===== src/hw/rtl/pflt_pkg.sv =====
// ----------------------------------------------------------------------------
// pflt_pkg: shared types, codes and crc helpers
// Item, result, state and register types of the protected frame link, plus
// the 8-bit check byte taken from a crc-32 over a reordered payload.
// ----------------------------------------------------------------------------
package pflt_pkg;

  // register map, word index taken from paddr[3:2]
  localparam int unsigned CfgAddrW = 4;
  localparam logic [1:0] REG_CONTROL_ID = 2'd0;
  localparam logic [1:0] REG_POWER_ID   = 2'd1;
  localparam logic [1:0] REG_HEATER_ID  = 2'd2;
  localparam logic [1:0] REG_TIMEOUT    = 2'd3;

  localparam logic [10:0] CONTROL_ID_RST = 11'h43A;
  localparam logic [10:0] POWER_ID_RST   = 11'h438;
  localparam logic [10:0] HEATER_ID_RST  = 11'h439;
  localparam logic [7:0]  TIMEOUT_RST    = 8'd5;

  localparam logic [31:0] CRC_POLY = 32'h04C1_1DB7;
  localparam logic [31:0] CRC_INIT = 32'hFFFF_FFFF;

  localparam int unsigned InTdataW  = 168;
  localparam int unsigned OutTdataW = 80;

  localparam logic KIND_FRAME = 1'b0;
  localparam logic KIND_TICK  = 1'b1;

  typedef enum logic [1:0] {
    RX_OK        = 2'd0,
    RX_IGNORED   = 2'd1,
    RX_BAD_CRC   = 2'd2,
    RX_BAD_COUNT = 2'd3
  } rx_status_t;

  typedef struct packed {
    logic               kind;
    logic [10:0]        frame_id;
    logic [3:0]         frame_length;
    logic [63:0]        frame_payload;
    logic [4:0]         heater_flags;
    logic signed [15:0] hv_voltage;
    logic signed [15:0] hv_current;
    logic signed [15:0] loss_power;
    logic signed [31:0] max_power;
  } pflt_item_t;

  typedef struct packed {
    logic        is_transmit;
    logic [10:0] out_id;
    logic [63:0] out_payload;
    rx_status_t  rx_status;
    logic        close_request;
    logic        last;
  } pflt_result_t;

  typedef struct packed {
    logic       counter_seen;
    logic [3:0] last_rx_count;
    logic       request_latch;
    logic [7:0] timeout_left;
    logic [3:0] tx_count;
  } pflt_state_t;

  typedef struct packed {
    logic [10:0] control_frame_id;
    logic [10:0] power_status_id;
    logic [10:0] heater_status_id;
    logic [7:0]  timeout_reload;
  } pflt_cfg_t;

  // bit-serial crc, only evaluated on constants at elaboration
  function automatic logic [31:0] crc_raw(input logic [63:0] stream,
                                          input logic [31:0] init);
    logic [31:0] crc;
    logic        fb;
    crc = init;
    for (int i = 0; i < 64; i++) begin
      fb  = crc[31] ^ stream[63-i];
      crc = {crc[30:0], 1'b0};
      if (fb) begin
        crc = crc ^ CRC_POLY;
      end
    end
    return crc;
  endfunction

  // per output bit, the stream bits that feed it
  function automatic logic [7:0][63:0] crc_masks();
    logic [7:0][63:0] m;
    logic [31:0]      r;
    m = '0;
    for (int i = 0; i < 64; i++) begin
      r = crc_raw(64'd1 << i, 32'd0);
      for (int j = 0; j < 8; j++) begin
        m[j][i] = r[j];
      end
    end
    return m;
  endfunction

  function automatic logic [7:0] crc_init_term();
    logic [31:0] r;
    r = crc_raw(64'd0, CRC_INIT);
    return r[7:0];
  endfunction

  localparam logic [7:0][63:0] CRC_MASK  = crc_masks();
  localparam logic [7:0]       CRC_CONST = crc_init_term();

  // check byte over bytes 3,2,1,0, a zero byte, then 6,5,4
  function automatic logic [7:0] frame_crc8(input logic [63:0] p);
    logic [63:0] stream;
    logic [7:0]  c;
    stream = {p[31:0], 8'h00, p[55:32]};
    for (int j = 0; j < 8; j++) begin
      c[j] = CRC_CONST[j] ^ (^(stream & CRC_MASK[j]));
    end
    return c;
  endfunction

endpackage


===== src/hw/rtl/pflt_eval.sv =====
// ----------------------------------------------------------------------------
// pflt_eval: per-item evaluation
// Checks a received control frame or builds the two tick frames, and gives
// the state after the item.
// ----------------------------------------------------------------------------
module pflt_eval
  import pflt_pkg::*;
(
  input  pflt_item_t   item,
  input  pflt_state_t  state,
  input  pflt_cfg_t    cfg,
  output pflt_result_t res_first,
  output pflt_result_t res_second,
  output logic         two_results,
  output pflt_state_t  state_nxt
);

  logic               id_ok;
  logic               crc_ok;
  logic [3:0]         rx_cnt;
  logic               cnt_ok;
  rx_status_t         rx_st;
  logic signed [31:0] prod;
  logic [31:0]        prod_c;
  logic [31:0]        loss_c;
  logic [31:0]        max_c;
  logic [31:0]        power_sum;
  logic [7:0]         timeout_dec;
  logic               req_tick;
  logic [63:0]        hs_base;
  logic [63:0]        hs_payload;

  assign id_ok  = (item.frame_id == cfg.control_frame_id) && item.frame_length[3];
  assign crc_ok = frame_crc8(item.frame_payload) == item.frame_payload[63:56];
  assign rx_cnt = item.frame_payload[51:48];
  assign cnt_ok = !state.counter_seen || (rx_cnt == state.last_rx_count + 4'd1);

  always_comb begin
    priority if (!id_ok) begin
      rx_st = RX_IGNORED;
    end else if (!crc_ok) begin
      rx_st = RX_BAD_CRC;
    end else if (!cnt_ok) begin
      rx_st = RX_BAD_COUNT;
    end else begin
      rx_st = RX_OK;
    end
  end

  // charge power frame
  assign prod      = $signed(32'(item.hv_voltage)) * $signed(32'(item.hv_current));
  assign prod_c    = prod[31] ? 32'd0 : 32'(prod);
  assign loss_c    = item.loss_power[15] ? 32'd0 : {16'd0, item.loss_power};
  assign max_c     = item.max_power[31] ? 32'd0 : item.max_power;
  assign power_sum = prod_c + loss_c;

  // timeout counts down before the heater frame is built
  assign timeout_dec = (state.timeout_left != 8'd0) ? state.timeout_left - 8'd1
                                                    : state.timeout_left;
  assign req_tick    = (timeout_dec == 8'd0) ? 1'b0 : state.request_latch;

  assign hs_base = {8'h00, 4'h0, state.tx_count, 7'd0, req_tick,
                    7'd0, item.heater_flags[4], 7'd0, item.heater_flags[3],
                    7'd0, item.heater_flags[2], 7'd0, item.heater_flags[1],
                    7'd0, item.heater_flags[0]};
  assign hs_payload = {frame_crc8(hs_base), hs_base[55:0]};

  always_comb begin
    state_nxt   = state;
    two_results = 1'b0;
    res_first   = '0;
    res_second  = '0;
    if (item.kind == KIND_TICK) begin
      two_results            = 1'b1;
      state_nxt.timeout_left = timeout_dec;
      state_nxt.request_latch = req_tick;
      state_nxt.tx_count     = state.tx_count + 4'd1;

      res_first.is_transmit   = 1'b1;
      res_first.out_id        = cfg.power_status_id;
      res_first.out_payload   = {max_c, power_sum};
      res_first.rx_status     = RX_OK;
      res_first.close_request = req_tick;
      res_first.last          = 1'b0;

      res_second.is_transmit   = 1'b1;
      res_second.out_id        = cfg.heater_status_id;
      res_second.out_payload   = hs_payload;
      res_second.rx_status     = RX_OK;
      res_second.close_request = req_tick;
      res_second.last          = 1'b1;
    end else begin
      if (rx_st == RX_OK) begin
        state_nxt.counter_seen  = 1'b1;
        state_nxt.last_rx_count = rx_cnt;
        state_nxt.request_latch = item.frame_payload[0];
        state_nxt.timeout_left  = cfg.timeout_reload;
      end
      res_first.is_transmit   = 1'b0;
      res_first.out_id        = 11'd0;
      res_first.out_payload   = 64'd0;
      res_first.rx_status     = rx_st;
      res_first.close_request = state_nxt.request_latch;
      res_first.last          = 1'b1;
    end
  end

endmodule


===== src/hw/rtl/protected_frame_link_with_timeout.sv =====
// ----------------------------------------------------------------------------
// protected_frame_link_with_timeout: checked control link with status frames
// Validates incoming control frames (id, length, crc, alive counter) and
// emits power and heater status frames on every tick.
// ----------------------------------------------------------------------------
// Usage:
//   in_*  : one item per handshake; in_tuser = kind (0 frame, 1 tick).
//   out_* : results; out_tuser = is_transmit, out_tlast marks the final
//           result of an item. A frame gives one verdict, a tick gives the
//           power frame followed by the heater status frame.
//   cfg_* : register port for the ids and the timeout reload; the user must
//           write it only while the block is idle, the block does not enforce it.
// Flow: an item is registered at the input, evaluated combinationally and
//   lands in the output register once the output side is free. A tick's
//   second result waits in a hold register.
// Throughput: one frame per cycle while out_tready holds; the single output
//   port moves one result per cycle, so a tick holds back the next item.
// Reset clears the link state (counter, request, timeout, tx counter), the
//   registers take their defaults and both channels come up empty.
// When the receiver stalls, results hold in place and the input register
//   fills, after which in_tready drops; nothing is lost.
// ----------------------------------------------------------------------------
module protected_frame_link_with_timeout
  import pflt_pkg::*;
(
  input  logic                 clk,
  input  logic                 rst_n,
  input  logic                 in_tvalid,
  output logic                 in_tready,
  // frame_id, frame_length, frame_payload, heater_flags, hv_voltage,
  // hv_current, loss_power, max_power, zero pad
  input  logic [InTdataW-1:0]  in_tdata,
  // kind
  input  logic                 in_tuser,
  output logic                 out_tvalid,
  input  logic                 out_tready,
  // out_id, out_payload, rx_status, close_request, zero pad
  output logic [OutTdataW-1:0] out_tdata,
  // is_transmit
  output logic                 out_tuser,
  output logic                 out_tlast,
  input  logic                 cfg_psel,
  input  logic                 cfg_penable,
  input  logic                 cfg_pwrite,
  input  logic [CfgAddrW-1:0]  cfg_paddr,
  input  logic [31:0]          cfg_pwdata,
  output logic [31:0]          cfg_prdata,
  output logic                 cfg_pready
);

  pflt_cfg_t    cfg_r, cfg_nxt;
  pflt_state_t  state_r, state_nxt;
  pflt_state_t  eval_state_nxt;
  pflt_item_t   in_item_r;
  logic         in_valid_r, in_valid_nxt;
  pflt_result_t out_r, hold_r;
  logic         out_valid_r, out_valid_nxt;
  logic         hold_valid_r, hold_valid_nxt;
  pflt_result_t res_first, res_second;
  logic         two_results;
  logic         advance;
  logic         out_pop;
  logic         cfg_wr;
  logic [1:0]   cfg_idx;

  pflt_eval u_eval (
    .item        (in_item_r),
    .state       (state_r),
    .cfg         (cfg_r),
    .res_first   (res_first),
    .res_second  (res_second),
    .two_results (two_results),
    .state_nxt   (eval_state_nxt)
  );

  assign out_pop   = out_valid_r && out_tready;
  // the output side must be empty after this edge, hold included
  assign advance   = in_valid_r && (!out_valid_r || out_tready) && !hold_valid_r;
  assign in_tready = !in_valid_r || advance;

  assign out_tvalid = out_valid_r;
  assign out_tuser  = out_r.is_transmit;
  assign out_tlast  = out_r.last;
  assign out_tdata  = {2'b00, out_r.close_request, out_r.rx_status,
                       out_r.out_payload, out_r.out_id};

  // register port
  assign cfg_pready = 1'b1;
  assign cfg_idx    = cfg_paddr[3:2];
  assign cfg_wr     = cfg_psel && cfg_penable && cfg_pwrite && cfg_pready;

  always_comb begin
    cfg_nxt = cfg_r;
    if (cfg_wr) begin
      unique case (cfg_idx)
        REG_CONTROL_ID: cfg_nxt.control_frame_id = cfg_pwdata[10:0];
        REG_POWER_ID:   cfg_nxt.power_status_id  = cfg_pwdata[10:0];
        REG_HEATER_ID:  cfg_nxt.heater_status_id = cfg_pwdata[10:0];
        REG_TIMEOUT:    cfg_nxt.timeout_reload   = cfg_pwdata[7:0];
      endcase
    end
  end

  always_comb begin
    unique case (cfg_idx)
      REG_CONTROL_ID: cfg_prdata = {21'd0, cfg_r.control_frame_id};
      REG_POWER_ID:   cfg_prdata = {21'd0, cfg_r.power_status_id};
      REG_HEATER_ID:  cfg_prdata = {21'd0, cfg_r.heater_status_id};
      REG_TIMEOUT:    cfg_prdata = {24'd0, cfg_r.timeout_reload};
    endcase
  end

  // handshake control
  always_comb begin
    in_valid_nxt   = in_tready ? in_tvalid : in_valid_r;
    state_nxt      = advance ? eval_state_nxt : state_r;
    out_valid_nxt  = out_valid_r;
    hold_valid_nxt = hold_valid_r;
    if (advance) begin
      out_valid_nxt  = 1'b1;
      hold_valid_nxt = two_results;
    end else if (out_pop) begin
      out_valid_nxt  = hold_valid_r;
      hold_valid_nxt = 1'b0;
    end
  end

  always_ff @(posedge clk) begin
    if (!rst_n) begin
      cfg_r.control_frame_id <= CONTROL_ID_RST;
      cfg_r.power_status_id  <= POWER_ID_RST;
      cfg_r.heater_status_id <= HEATER_ID_RST;
      cfg_r.timeout_reload   <= TIMEOUT_RST;
      state_r                <= '0;
      in_valid_r             <= 1'b0;
      out_valid_r            <= 1'b0;
      hold_valid_r           <= 1'b0;
    end else begin
      cfg_r        <= cfg_nxt;
      state_r      <= state_nxt;
      in_valid_r   <= in_valid_nxt;
      out_valid_r  <= out_valid_nxt;
      hold_valid_r <= hold_valid_nxt;
    end
  end

  // payload registers
  always_ff @(posedge clk) begin
    if (in_tvalid && in_tready) begin
      in_item_r.kind          <= in_tuser;
      in_item_r.frame_id      <= in_tdata[10:0];
      in_item_r.frame_length  <= in_tdata[14:11];
      in_item_r.frame_payload <= in_tdata[78:15];
      in_item_r.heater_flags  <= in_tdata[83:79];
      in_item_r.hv_voltage    <= in_tdata[99:84];
      in_item_r.hv_current    <= in_tdata[115:100];
      in_item_r.loss_power    <= in_tdata[131:116];
      in_item_r.max_power     <= in_tdata[163:132];
    end
    if (advance) begin
      out_r  <= res_first;
      hold_r <= res_second;
    end else if (out_pop && hold_valid_r) begin
      out_r <= hold_r;
    end
  end

  // a waiting second result always sits behind a shown first one
  a_hold_behind_out: assert property (@(posedge clk) disable iff (!rst_n)
    hold_valid_r |-> out_valid_r)
    else $error("hold register valid while output register empty");

  // a shown result without last always has its follower in the hold register
  a_not_last_has_follower: assert property (@(posedge clk) disable iff (!rst_n)
    (out_valid_r && !out_tlast) |-> hold_valid_r)
    else $error("non-final result shown without a following result");

  // a tick always leaves its heater frame in the hold register
  a_tick_fills_hold: assert property (@(posedge clk) disable iff (!rst_n)
    (advance && in_item_r.kind == KIND_TICK) |=> (hold_valid_r && out_valid_r))
    else $error("tick item did not queue its second result");

  // the link state only moves when an item is evaluated
  a_state_quiet: assert property (@(posedge clk) disable iff (!rst_n)
    !$past(advance) && $past(rst_n) |-> $stable(state_r))
    else $error("link state changed without an evaluated item");

endmodule

===== config.mk =====
export PLATFORM = sky130hd
export DESIGN_NAME = protected_frame_link_with_timeout
export DESIGN_NICKNAME = d
export VERILOG_FILES = /design/src/hw/rtl/pflt_pkg.sv /design/src/hw/rtl/pflt_eval.sv /design/src/hw/rtl/protected_frame_link_with_timeout.sv
export SDC_FILE = /design/constraint.sdc
export NUM_CORES = 1
export LEC_CHECK = 0
export BUFFER_PORTS_ARGS = -buffer_cell sky130_fd_sc_hd__buf_2
export CAP_MARGIN = 10
export CORE_MARGIN = 2
export CORE_UTILIZATION = 45
export DETAILED_ROUTE_END_ITERATION = 16
export GPL_TIMING_DRIVEN = 0
export RECOVER_POWER = 25
export SLEW_MARGIN = 20
export SYNTH_ARGS = -nofsm -noshare
export SYNTH_HDL_FRONTEND = slang
export SYNTH_SLANG_ARGS = --single-unit

===== constraint.sdc =====
create_clock -name clk -period 23.9 [get_ports clk]
set_clock_uncertainty 0.2 [all_clocks]
set_input_delay 3.585 -clock clk [delete_from_list [all_inputs] [get_ports clk]]
set_output_delay 3.585 -clock clk [all_outputs]
set_load 0.01 [all_outputs]

==> results.md <==
* Fin cells at around 3.3k
* First-pass GRT wire length at about 98000 µm
* Gr usage total at 22.59%
* Crit Reg-Reg Endpoint: out_tdata[39]
* Number of global-route vias before repair at approximately 18k
* CTS tree: built
* Maxcap violations at 0
* Root Buffer: clkbuf_16
* Pre-antenna DRT Iters at 5
* Post-route setup slack at roughly 12 ns
* Syn Inst Count at 2249
* Commonest cells after routing, fill and taps aside: 311 x inv_1, 283 x nand2_1, 272 x edfxtp_1
* Routed vias at roughly 17k
* CTS max path bufs at 3
* Worst-margin pin slew at 1.050 ns
* Fin crit period at approximately 12 ns
* CP startpoint kind: register
* Largest stage delay on the critical path at approximately 0.66 ns
* Kind of end point of the critical path: register
* CTS sink cnt at 334
* Die H at 238.5 µm
* Final Hold Vio Count at 0
* CTS Hold Buffers Added at 0
* Overflow after GRT at 0
* Rel. slew slack at between 20% and 30%
* Share of async-settable or async-resettable flops after synthesis at 0%
* Core area at 54130 µm²
* Synth top area share at 33.01%
* Placed cell count at approximately 3.2k
* Crit path top cell by count: fa_1
* DRT iter0 DRCs at 918
* # IOs at between 300 and 400
* R2r startpoint: in_item_r[70]
* Commonest non-fill, non-tap cell in the layout: inv_1
* Clk_lat worst skew at between 0.5 and 0.6 ns
* Hold Path Class: reg2reg
* Crit share post-route at between 40% and 50%
* Nets at ~3.2k
* Reg2Reg Setup Slack at approximately 12 ns
* Number of synthesized register bits at between 300 and 400
* DRC Markers at 0
* Mapped cell area at approximately 25000 µm²
* Largest net degree at the start of global routing at 47
* Count of final setup violators at 0
* Crit Path Class: reg2reg
* CTS HTree Levels at 2
* Avg Inst Size Synth at ~11 µm²
* Post-DR wirelength/cell at between 15 and 20 µm
* Critical Path AT at between 10 and 15 ns
* Outcome: finished, final reports clean
* Clock slew at reported path FFs at ~0.06 ns
* Sequential share of the synthesized area at 38.03%
* Share of cells above drive strength 1 at between 10% and 20%
* Area Overhead vs Synth at 15.42%
* Final slew viol count at 0
* Post-CTS Resized at 0
* Number of CTS-inserted buffers at 39
* Post-CTS setup buffer count at 0
* Setup TNS at 0 ns
* Die area at between 50000 and 60000 µm²
* Post-synth EDFFs at around 270
* Distinct cells, synth at 76
* Chip width at about 240 µm
* I/O Buffers at ~270
* Hold depth at 2
* Site Rows at between 80 and 90
* WL final at ~63000 µm
* Crit-path slowest cell: edfxtp_1
* Initial antenna violation count at 2
* Max Freq at 84.31 MHz
* Detail Placement HPWL at between 40000 and 50000 µm
* Reg2Reg Depth at 37
* Worst min-delay path startpoint: state_r[17]
* Pre-CTS WS at 12.22 ns
* Area occupied by multi-input gates at ~14000 µm²
* Required @ worst endpoint at between 20 and 25 ns
* WHS Endpoint: state_r[17]
* RD Place Congestion at roughly 0.9
* ANT nets after route at 0
* Filler cell count at about 4.8k
* RSZ-0062 raised after global routing: no
* Initial core utilization at between 40 and 50%
* DR vias/cell at around 5.2
* Area contributors post-synth: edfxtp_1 33%, fa_1 21%, ha_1 5.1%
* CP Max Fanout at 10
* Top_reg_cell synth: edfxtp_1
* Ys Warns at 0
* Sequential cell area at around 9400 µm²
* Area leader, netlist: edfxtp_1
==> metrics by stage <==
step	cell area, µm²	hold WS [ns]	util, %
floorplan	24830	0.2256	-
global placement	27060	0.2405	49.99
detailed placement	27250	0.2481	50.34
CTS	28560	0.2567	52.77
global route	28550	0.2647	52.75
finish	28560	0.2558	52.76
==> Yosys cell counts, types with 3 or more instances <==
cell type	instances
inv_1	311
nand2_1	283
edfxtp_1	272
fa_1	263
and2_1	153
xnor2_1	128
ha_1	101
nor2_1	94
a21oi_1	76
clkbuf_1	72
dfxtp_1	62
xor2_1	46
o21ai_0	41
nand3_1	38
buf_4	24
nor2b_1	24
mux2i_1	23
nor3_1	22
or3_1	16
a21o_1	15
xnor3_1	14
and3_1	13
nand2b_1	13
nand4_1	13
a22o_1	12
nor4_1	10
mux4_2	8
a211oi_1	6
a31oi_1	6
o211ai_1	6
o21a_1	6
o31ai_1	6
or2_2	5
xnor2_2	5
o2111ai_1	4
and4_1	3
o21bai_1	3
o221a_2	3
o2bb2ai_1	3
==> how the worst max path moves through the flow <==
| stage | depth (start not counted) | end | startpoint |
|---|---|---|---|
| after floorplan | 36 | out_tdata[39] | in_item_r[79] |
| after CTS | 37 | out_tdata[39] | in_item_r[70] |
| final | 37 | out_tdata[39] | in_item_r[70] |
| after global placement | 37 | out_tdata[39] | in_item_r[70] |
| after detailed placement | 37 | out_tdata[39] | in_item_r[71] |
| after global routing | 36 | out_tdata[39] | in_item_r[49] |
==> metal layers <==
| layer | global-route usage, % | routed length, µm |
|---|---|---|
| met5 | 0 | 11 |
| met4 | 8.523 | 2423 |
| met3 | 4.145 | 3780 |
| met2 | 37.45 | 30270 |
| met1 | 29.64 | 26050 |
==> critical path, delay by kind of cell, from the launching register on <==
kind	cells	cell delay, ns
compound gates	12	3.36
simple gates	8	1.97
buf+inv	8	1.48
flops	1	0.66
fa+ha+maj	9	3.90
==> cell families after synthesis <==
logic type	after synthesis	synth area share (%)
adder cells (fa/ha/maj)	364	26.39
flip-flops	334	38.03
buffers and inverters	411	6.599
other	2	0.03035
AND/OR/NAND/NOR	698	13.73
multiplexers	32	1.704
AO/OA/AOI/OAI	213	5.567
XOR/XNOR	195	7.954
==> sequential cells by signal (all words and copies together) (netlist names) <==
| name | cells |
|---|---|
| out_tvalid | 1 |
| hold_valid_r | 1 |
| out_tdata | 78 |
| hold_r | 30 |
| cfg_r | 41 |
| in_item_r | 162 |
| out_tlast | 1 |
| state_r | 18 |
| in_valid_r | 1 |
| out_tuser | 1 |
==> final cells by class <==
| type | instances | share of cell area (%) |
|---|---|---|
| Timing Repair Buffer | 280 | 5.349 |
| Antenna cell | 2 | 0.01752 |
| Buffer | 98 | 1.608 |
| Clock inverter | 27 | 1.130 |
| Tap cell | 696 | 3.049 |
| Inverter | 313 | 4.114 |
| Multi-Input combinational cell | 1526 | 48.32 |
| Clock buffer | 43 | 3.470 |
| Sequential cell | 334 | 32.95 |
Power is left out: the tool's default activity adds up to more than one toggle a clock period on the data nets, which glitch-free logic cannot reach.
